$ cat src/rtl/pdc_pkg.sv
package pdc_pkg;

	localparam int TableDepth = 1024;
	localparam int IdxW = $clog2(TableDepth);
	localparam int AngleBits = 16;
	localparam int CordicSteps = 28;
	localparam int CordicW = 32;
	localparam logic signed [CordicW-1:0] CordicStart = 32'sd163008219;

	localparam logic OP_LOAD = 1'b0;
	localparam logic OP_STEP = 1'b1;

	localparam logic [1:0] REG_PP = 2'd0;
	localparam logic [1:0] REG_PD = 2'd1;
	localparam logic [1:0] REG_LP = 2'd2;
	localparam logic [1:0] REG_LD = 2'd3;

	typedef struct packed {
		logic opcode;
		logic [9:0] ref_index;
		logic signed [31:0] x_value;
		logic signed [31:0] y_value;
		logic [15:0] heading;
	} in_item_t;

	typedef struct packed {
		logic signed [47:0] speed_drive;
		logic signed [47:0] steer_drive;
	} out_item_t;

	typedef struct packed {
		logic start;
		logic [15:0] heading;
	} cordic_req_t;

	typedef struct packed {
		logic done;
		logic signed [CordicW-1:0] cos_v;
		logic signed [CordicW-1:0] sin_v;
	} cordic_rsp_t;

	function automatic logic signed [CordicW-1:0] atan_turn(input logic [4:0] i);
		logic signed [CordicW-1:0] r;
		case (i)
			5'd0: r = 32'sd536870912;
			5'd1: r = 32'sd316933406;
			5'd2: r = 32'sd167458907;
			5'd3: r = 32'sd85004756;
			5'd4: r = 32'sd43150659;
			5'd5: r = 32'sd21354465;
			5'd6: r = 32'sd10745374;
			5'd7: r = 32'sd5340245;
			5'd8: r = 32'sd2670163;
			5'd9: r = 32'sd1335087;
			5'd10: r = 32'sd667544;
			5'd11: r = 32'sd333772;
			5'd12: r = 32'sd166886;
			5'd13: r = 32'sd83443;
			5'd14: r = 32'sd41722;
			5'd15: r = 32'sd20861;
			5'd16: r = 32'sd10430;
			5'd17: r = 32'sd5215;
			5'd18: r = 32'sd2608;
			5'd19: r = 32'sd1304;
			5'd20: r = 32'sd652;
			5'd21: r = 32'sd326;
			5'd22: r = 32'sd163;
			5'd23: r = 32'sd81;
			5'd24: r = 32'sd41;
			5'd25: r = 32'sd20;
			5'd26: r = 32'sd10;
			5'd27: r = 32'sd5;
			default: r = '0;
		endcase
		return r;
	endfunction

endpackage

$ cat src/rtl/pdc_cordic.sv
module pdc_cordic
	import pdc_pkg::*;
(
	input logic clk,
	input logic arst_n,
	input cordic_req_t req,
	output cordic_rsp_t rsp
);

	logic busy_q;
	logic done_q;
	logic [4:0] step_q;
	logic flip_q;
	logic signed [CordicW-1:0] x_q, y_q, z_q;
	logic [31:0] a_full;
	logic [31:0] a_rot;
	logic flip_n;
	logic signed [CordicW-1:0] xs, ys;

	always_comb begin
		a_full = {req.heading[AngleBits-1:0], {(32-AngleBits){1'b0}}};
		flip_n = (a_full[31:30] == 2'd1) || (a_full[31:30] == 2'd2);
		a_rot = flip_n ? (a_full + 32'h8000_0000) : a_full;
		xs = x_q >>> step_q;
		ys = y_q >>> step_q;
	end

	always_ff @(posedge clk or negedge arst_n) begin
		if (!arst_n) begin
			busy_q <= 1'b0;
			step_q <= '0;
			done_q <= 1'b0;
		end else begin
			done_q <= 1'b0;
			if (req.start) begin
				busy_q <= 1'b1;
				step_q <= '0;
			end else if (busy_q) begin
				if (step_q == 5'(CordicSteps - 1)) begin
					busy_q <= 1'b0;
					done_q <= 1'b1;
				end
				step_q <= step_q + 5'd1;
			end
		end
	end

	always_ff @(posedge clk) begin
		if (req.start) begin
			x_q <= CordicStart;
			y_q <= '0;
			z_q <= $signed(a_rot);
			flip_q <= flip_n;
		end else if (busy_q) begin
			if (!z_q[CordicW-1]) begin
				x_q <= x_q - ys;
				y_q <= y_q + xs;
				z_q <= z_q - atan_turn(step_q);
			end else begin
				x_q <= x_q + ys;
				y_q <= y_q - xs;
				z_q <= z_q + atan_turn(step_q);
			end
		end
	end

	assign rsp.done = done_q;
	assign rsp.cos_v = flip_q ? -x_q : x_q;
	assign rsp.sin_v = flip_q ? -y_q : y_q;

endmodule

$ cat config.mk
export PLATFORM = sky130hd
export DESIGN_NAME = pdc_cordic
export DESIGN_NICKNAME = d
export VERILOG_FILES = /design/src/rtl/pdc_pkg.sv /design/src/rtl/pdc_cordic.sv
export SDC_FILE = /design/constraint.sdc
export NUM_CORES = 1
export LEC_CHECK = 0
export ABC_AREA = 1
export BUFFER_PORTS_ARGS = -buffer_cell sky130_fd_sc_hd__clkbuf_2
export CAP_MARGIN = 15
export CORE_MARGIN = 2
export CORE_UTILIZATION = 65
export CTS_CLUSTER_DIAMETER = 150
export DETAILED_ROUTE_END_ITERATION = 16
export PLACE_DENSITY = 0.95
export REMOVE_ABC_BUFFERS = 1
export SLEW_MARGIN = 20
export SYNTH_ARGS = -nofsm -noshare
export SYNTH_HDL_FRONTEND = slang
export SYNTH_SLANG_ARGS = --single-unit
$ cat constraint.sdc
create_clock -name clk -period 6.3 [get_ports clk]
set_clock_uncertainty 0.15 [all_clocks]
set_input_delay 0.63 -clock clk [delete_from_list [all_inputs] [get_ports clk]]
set_output_delay 0.63 -clock clk [all_outputs]
set_load 0.03 [all_outputs]
======== Word level (Yosys, flattened, before mapping) ========
Memories as Yosys holds them, arrays and structs flattened.
Cells that the tools add are included.
cells by class
  add/sub/neg operators ................... 10
  eq/ne operators ......................... 3
  shift operators ......................... 2
  multiplexer cells ....................... 22
  reduce and logical (&&, ||, !) cells .... 2
operators by type and width
  cell                                           number
  2-to-1 mux 32 bit                              14
  adder 32 bit                                   3
  subtractor 32 bit                              3
  negator 32 bit                                 2
  >>> shifter 32 x 5 -> 32 bit                   2
  adder 32 bit, second input constant            1
  2-to-1 mux 5 bit                               2
  2-to-1 mux 1 bit                               6
  adder 5 x 1 -> 5 bit, second input constant    1
  == test 5 bit, second input constant           1
  == test 2 x 1 -> 1 bit, second input constant  1
  == test 2 bit, second input constant           1
  nonzero test 2 bit                             1
  logical OR 1 bit                               1
word-level totals
  register bits ........................... 104
  memory bits (read-only) ................. 1920
  bits of input ports ..................... 19
  output and inout bits ................... 65
  memories ................................ 2
memory list
  name             depth  bits a word  rd ports  clocked after Yosys merged registers in  wr ports  RTL line       RTL
  (no name shown)  32     30           1         0                                        0         pdc_pkg.sv:44  case (i)
  (no name shown)  32     30           1         0                                        0         pdc_pkg.sv:44

======== Depth between registers and ports, before layout ========
Gate-level depths: netlist (run 1).
An unclocked memory read counts as a cell.
  depth in word-level cells ............... 8
  depth in mapped cells ................... 39
  depth with buffers taken out ............ 36

======== Worst setup path before layout (run 1) ========
OpenSTA, ideal clock, no wires.
  path type ............................... reg2reg
  start ................................... register step_q[0]
  end ..................................... register z_q[22], data pin
  arrival time ............................ 4.319 ns
  required time ........................... 5.896 ns
  setup slack ............................. 1.577 ns
  cell stages (with the launch flop) ...... 31
  buffers on the path ..................... 3
  clock period less this slack ............ 4.723 ns
  cells stage by stage .................... dfrtp_1 buf_4 inv_2 buf_6 buf_6 ha_1 nor2_1 nor2_1 nand2_1 o21ai_0 a211oi_2 nand4_1 nor2_2 nand2_1 nand2_1 xor2_1 inv_1 ha_1 a21oi_1 o21ai_0 a21oi_1 nor2_1 nor3_1 nor2_1 a21oi_1 o21ai_0 a21boi_0 inv_1 or2_2 nand3_1 nand2_1
on the way
  cells in the longest elaborated chain, start to end .. 8
RTL lines
  what                                                      RTL line                            RTL
  start: declaration                                        pdc_cordic.sv:12                    logic [4:0] step_q;
  start signal: assignment                                  pdc_cordic.sv:43                    step_q <= step_q + 5'd1;
  memory (32 x 30 bit)                                      n/a
  2-to-1 mux 32 bit                                         pdc_cordic.sv:55                    if (!z_q[CordicW-1]) begin
  2-to-1 mux 32 bit                                         pdc_cordic.sv:54                    end else if (busy_q) begin
  2-to-1 mux 32 bit                                         pdc_cordic.sv:49                    if (req.start) begin
  subtractor 32 bit / adder 32 bit (equally long branches)  pdc_cordic.sv:58, pdc_cordic.sv:62
  2-to-1 mux 32 bit (*)                                     pdc_cordic.sv:55
  2-to-1 mux 32 bit (*)                                     pdc_cordic.sv:54
  2-to-1 mux 32 bit (*)                                     pdc_cordic.sv:49
  end signal: assignment                                    pdc_cordic.sv:52                    z_q <= $signed(a_rot);
  end signal: assignment                                    pdc_cordic.sv:58                    z_q <= z_q - atan_turn(step_q);
  end signal: assignment                                    pdc_cordic.sv:62                    z_q <= z_q + atan_turn(step_q);
  end: declaration                                          pdc_cordic.sv:14                    logic signed [CordicW-1:0] x_q, y_q, z_q;
Every way passes the cells marked *; elsewhere a longest branch is shown, timed or not. The select of a mux whose other input is x is not followed.
A chain may end at the register's enable or synchronous reset.

======== Worst setup path after layout (run 1) ========
  start ................................... register step_q[1]
  end ..................................... register z_q[24], data pin
Same word-level chain as after synthesis.

==> run metrics, run 1 <==
outcome finished, final reports clean; initial cell density of the core between 60% and 70%; crit path from step_q[1]; Ys Warns 0; Post-Synthesis Cell Area 16620 um2; height of the die roughly 160 um; ys flop type dfxtp_1; kind of cell adding the most delay to the critical path simple AND/OR/NAND/NOR gates; Chip Width approximately 160 um; final setup vio count 0; Detailed Routing Iterations Pass 1 7; number of flops mapped to enable cells by yosys 33; WL met3 between 6 and 7 mm; placed inst area between 15000 and 20000 um2; Slowest-stage cell, CP dfrtp_2; P&R area growth vs syn 4.276%; Worst slew margin between 30% and 40%; cell count along the critical path 27; Setup crit start kind flip-flop; routed wire length 57.05 mm; I/O pin cnt 84; Synth Register Bits 104; Worst Path Arrival ~5600 ps; worst-case reg-to-reg path depth 27; Crit path top cell by count nand2_1; most frequent cells in the layout nand2_1 (785), nand3_1 (325), inv_1 (304), nor2_1 (267), a21oi_1 (199); FP Rows just under 60; Syn Inst Count 2848; ant diodes 0; RSZ-0062 raised after global routing no; Post-route DRC 0; Die ar. 26860 um2; GR Overflow Total 0; GP Congestion roughly 1; Top Layer Used met4; WP data required 6290 ps; Worst R2R Setup Slack between 700 and 800 ps; # resized after CTS 0; crit path time final 5598 ps; cts bufs inserted 9; most common cell after layout, fill and taps aside nand2_1; largest net degree at the start of global routing 60; Port-buffer cells just over 80; Achievable Freq 0.1786 GHz; crit path max fanout 32; initial antenna violation count 0; worst min-delay path class input pin to flip-flop; htree depth 3; nets@finish about 3000; synth unique cells 57; RR Startpoint step_q[1]; CTS tree done; clock latency on the worst-skew pair 390 ps; Vias/cell roughly 6; total setup buffers inserted after CTS 0; Via Count slightly below 20000; initial drt markers 2542; finished layout cell area ~17000 um2; clock sink count 104; All-Layer GR Usage a little over two fifths; vias in the first global route between 15000 and 20000; worst path bufs/invs 2; DR WL met2 25.11 mm; Core Area ~25000 um2; CTS Buffer Depth 2; Final Hold Vio Count 0; final worst-path cycle share between 80% and 90%; Mean Syn Cell Area ~5.8 um2; critical path endpoint category flip-flop; first-pass GRT wire length 89.51 mm; share of cells above drive strength 1 under 10%; Critical Setup Path Class flip-flop to flip-flop; Worst path max stage delay between 400 and 500 ps; Post-Place Setup Slack ~910 ps; max-cap violation count 0; Slew @ Worst Pin 970.8 ps; asr flop ratio synth between 6 and 7%; post-synthesis sequential area ratio between 10 and 15%; post-DR wirelength/cell 17.91 um; R2R Path End z_q[24]; root cell of the clock tree clkbuf_16; CTS Hold Bufs 1; final slew viol count 0; Met1 Routed Length roughly 24 mm; crit path capture z_q[24]; Routed Antenna Nets 0; DP Wirelength roughly 44 mm; Worst Setup Slack, final between 700 and 800 ps; clk slew on worst S/H paths roughly 100 ps
## area by class of cell
cell class / count / area, um2
inverter: 322 / 1211
fill: 2374 / 7779
multi-input combinational: 2306 / 12360
clock inverter: 6 / 62.56
clock buffer: 10 / 229.0
sequential: 104 / 2454
tap: 330 / 412.9
timing repair buffer: 108 / 605.6
## registers in the layout, summed over array words and instances, names as in the netlist
register and flops:
step_q 5, done_q 1, busy_q 1, x_q 32, y_q 32, z_q 32, flip_q 1
## worst register-to-register path, stage by stage, from the launching register on
cell and delay [ps]:
dfrtp_2 420, inv_2 420, ha_1 390, nor2_1 200, nor2_1 70, nand2_1 100
o21ai_0 100, a211oi_2 280, nand4_1 210, nor2_2 230, nand2_1 90, nand2_1 80
xor2_1 150, inv_1 50, ha_1 350, a21oi_1 150, o21ai_0 100, a21oi_1 280
o21bai_1 160, nand2_1 80, nand2_1 150, nand2_1 100, nand2_1 70, a21boi_0 330
o21ai_0 210, or2_2 310, nand3_1 70, nand2_1 50
## how the worst min path moves through the flow
stage / startpoint / endpoint / slack (ps) / cells after the start
2_1_floorplan: arst_n / busy_q / 180 / 0
6_report: req[0] / z_q[16] / 370 / 3
5_1_grt: req[0] / z_q[16] / 390 / 3
4_1_cts: req[0] / z_q[16] / 390 / 3
3_5_place_dp: arst_n / step_q[3] / 350 / 1
3_3_place_gp: arst_n / done_q / 340 / 1
## metrics by stage
step | TNS (ps) | cells | utilization [%] | hold slack (ps)
after global routing | 0 | 3186 | 69.02 | 390.4
after detailed placement | 0 | 3169 | 67.82 | 345.6
after floorplan | -4988 | 2732 | - | 184.4
final | 0 | 3186 | 69.02 | 371.4
after CTS | 0 | 3186 | 69.02 | 386.1
after global placement | 0 | 3169 | 67.82 | 343.6
## cells by family (layout without fill, tap and decap cells)
| kind of cell | count (synthesis) | after routing | share of synthesized area (%) |
|---|---|---|---|
| fa+ha+maj | 111 | 111 | 8.492 |
| simple gates | 1524 | 1524 | 39.77 |
| xor+xnor | 178 | 178 | 9.380 |
| compound gates | 493 | 493 | 16.71 |
| buf+inv | 438 | 446 | 10.93 |
| flops | 104 | 104 | 14.73 |
## layer usage
| metal | up-vias | global-route usage [%] |
|---|---|---|
| li1 | 9392 | - |
| met3 | 135 | 9.091 |
| met1 | 8855 | 57.10 |
| met2 | 1096 | 65.57 |
| met5 | - | 0 |
| met4 | 0 | 13.52 |
## synth_stat cells, types with 3 or more instances
library cell | n | area [um2]
inv_2 | 14 | 52.55
o21a_1 | 12 | 90.09
xor2_1 | 118 | 1033
buf_1 | 14 | 52.55
nand2_2 | 22 | 137.6
o21ai_0 | 149 | 745.7
buf_6 | 10 | 112.6
o21ai_1 | 18 | 90.09
nor2_2 | 12 | 75.07
dfrtp_1 | 7 | 175.2
nand4_1 | 18 | 112.6
or2_2 | 21 | 131.4
buf_2 | 31 | 155.2
buf_4 | 12 | 90.09
fa_1 | 3 | 60.06
o22ai_1 | 9 | 56.30
nand2_4 | 3 | 33.78
o31ai_1 | 6 | 45.04
o21ai_2 | 3 | 26.28
nand3_2 | 17 | 170.2
ha_1 | 108 | 1351
nor3_1 | 30 | 150.1
o21bai_1 | 8 | 60.06
a221oi_1 | 6 | 52.55
a21o_1 | 7 | 52.55
a21oi_1 | 199 | 996.0
nand3_1 | 325 | 1627
o311ai_0 | 3 | 26.28
o221ai_1 | 4 | 35.03
inv_1 | 305 | 1145
a31oi_1 | 26 | 162.7
a21boi_0 | 11 | 82.58
o211ai_1 | 22 | 165.2
nor4_1 | 7 | 43.79
o32ai_1 | 3 | 26.28
nor2_4 | 4 | 45.04
dfxtp_1 | 64 | 1281
nor2_1 | 267 | 1002
clkbuf_1 | 48 | 180.2
xnor2_1 | 60 | 525.5
edfxtp_1 | 33 | 991.0
nand2_1 | 785 | 2947
nor3_2 | 4 | 40.04
Power of run 1 is not shown: default switching activity piles up to over one toggle a cycle in this logic, so the estimate is an artifact.
==> inputs of run 2 (changes only) <==
==> constraint.sdc (replaced) <==
create_clock -name clk -period 6.3 [get_ports clk]
set_clock_uncertainty 0.15 [all_clocks]
set_input_delay 0 -clock clk [delete_from_list [all_inputs] [get_ports clk]]
set_output_delay 0 -clock clk [all_outputs]
set_load 0.03 [all_outputs]
==> run 2 against run 1 <==
  * Wire length increased by 0.33%
  * Utilization increased by 0.72 points
  * First-iteration DRC count decreased by 2.4%
  * Die area unchanged
  * Hold slack got worse by 150 ps
  * Sequential share of layout area decreased by 0.15 points
  * Final area increased by 1.0%
  * Register-to-register slack got worse by 180 ps
  * Sequential cell count unchanged
  * Setup slack got worse by 180 ps
  * Via count increased by 0.92%
  * Global-route usage decreased by 0.42 points
==> run metrics, run 2 (same netlist as run 1, synthesis figures left out) <==
outcome finished, final reports clean; nets@finish 2999; height of the die 163.9 um; Vias/cell 6.135; crit path time final about 5800 ps; Port-buffer cells 83; crit path max fanout 32; Worst slew margin 37.04%; clock sink count roughly 100; FP Rows 58; ant diodes 0; htree depth 3; largest net degree at the start of global routing 60; pwr dens 667.2 nW/um2; Chip Width 163.9 um; share of cells above drive strength 1 about 8.1%; Post-Place Setup Slack approximately 770 ps; DR WL met2 between 20 and 30 mm; placed inst area between 15000 and 20000 um2; initial cell density of the core between 60% and 70%; final slew viol count 0; cts bufs inserted 9; Core Area roughly 25000 um2; Via Count a little under 20000; GP Congestion 1.012; WL met3 roughly 7 mm; Peak VDD IR 0.4814 mV; clk slew on worst S/H paths roughly 90 ps; biggest regs x_q: 32 flops, y_q: 32 flops, z_q: 32 flops; Critical Setup Path Class flip-flop to flip-flop; CTS tree done; max-cap violation count 0; Top Layer Used met4; hold slack 225.8 ps; P&R area growth vs syn 5.360%; I/O pin cnt 84; vias in the first global route between 15000 and 20000; Fill cells 2309; most frequent cells in the layout nand2_1 (785), nand3_1 (325), inv_1 (304), nor2_1 (267), a21oi_1 (199); CTS Buffer Depth 2; setup TNS 0 ps; initial antenna violation count 0; Final Hold Vio Count 0; clock latency on the worst-skew pair 380 ps; worst min-delay path class input pin to flip-flop; # resized after CTS 0; Post-route DRC 0; initial drt markers roughly 2500; first-pass GRT wire length ~89 mm; Worst Setup Slack, final 517.2 ps; WP data required between 6000 and 7000 ps; GR Overflow Total 0; RSZ-0062 raised after global routing no; finished layout cell area between 15000 and 20000 um2; final setup vio count 0; post-DR wirelength/cell between 15 and 20 um; Detailed Routing Iterations Pass 1 8; DP Wirelength 44.16 mm; Routed Antenna Nets 0; Setup crit start kind flip-flop; most common cell after layout, fill and taps aside nand2_1; critical path endpoint category flip-flop; Achievable Freq about 0.17 GHz; All-Layer GR Usage between 40% and 50%; root cell of the clock tree clkbuf_16; final worst-path cycle share 91.79%; Met1 Routed Length 23.53 mm; Lkg Pwr around 9 nW; routed wire length ~57 mm; total power draw ~12 mW; Worst Path Arrival roughly 5800 ps; Die ar. around 27000 um2; Slew @ Worst Pin ~940 ps
run 2: area by class of cell:
cell class	instances	area [um2]	area share (%)
sequential	104	2454	14.01
timing repair buffer	126	785.8	4.487
multi-input combinational	2306	12360	70.56
clock inverter	6	62.56	0.3573
tap	330	412.9	2.358
clock buffer	10	229.0	1.308
inverter	322	1211	6.917
run 2: metal layers:
| layer | GRT usage, % | vias up |
|---|---|---|
| li1 | - | 9430 |
| met1 | 55.94 | 8915 |
| met2 | 65.53 | 1152 |
| met3 | 8.283 | 161 |
| met4 | 14.67 | 0 |
| met5 | 0 | - |
run 2: path summary, 6_finish.rpt:
path,start,endpoint,slack [ps],cells after the start
max,step_q[1],z_q[24],520,27
min,req[16],x_q[11],230,3
max reg2reg,step_q[1],z_q[24],520,27
min reg2reg,x_q[1],x_q[1],430,2
max in group asynchronous,arst_n,busy_q,5230,3
min in group asynchronous,arst_n,step_q[3],470,3
run 2: report_power, final:
group	total, mW	switching [mW]	internal [mW]	leakage (nW)
Clock	0.615	0.334	0.281	0.142
Sequential	1.46	0.423	1.04	0.983
Combinational	9.61	6.27	3.34	8.05
Total	11.7	7.02	4.66	9.17
run 2: what timing repair did:
action	in CTS	in global routing
endpoints found under the setup margin	0	0
buffers inserted	0	0
hold buffers	19	0
hold endpoints to repair	24	0
run 2: stage by stage:
step           std cells  utilization [%]
6_report            3204            69.74
5_1_grt             3204            69.74
4_1_cts             3204            69.74
3_5_place_dp        3169            67.82
3_3_place_gp        3169            67.82
2_1_floorplan       2732                -
run 2: critical path, stage by stage (launching register included):
cell,delay [ps]
dfrtp_2,420
inv_2,450
ha_1,390
nor2_1,200
nor2_1,70
nand2_1,110
o21ai_0,110
a211oi_2,310
nand4_1,200
nor2_2,230
nand2_1,100
nand2_1,80
xor2_1,160
inv_1,60
ha_1,360
a21oi_1,180
o21ai_0,100
a21oi_1,290
o21bai_1,170
nand2_1,90
nand2_1,160
nand2_1,100
nand2_1,70
a21boi_0,310
o21ai_0,200
or2_2,320
nand3_1,70
nand2_1,60
No activity file was read; power rests on OpenSTA's default activity.
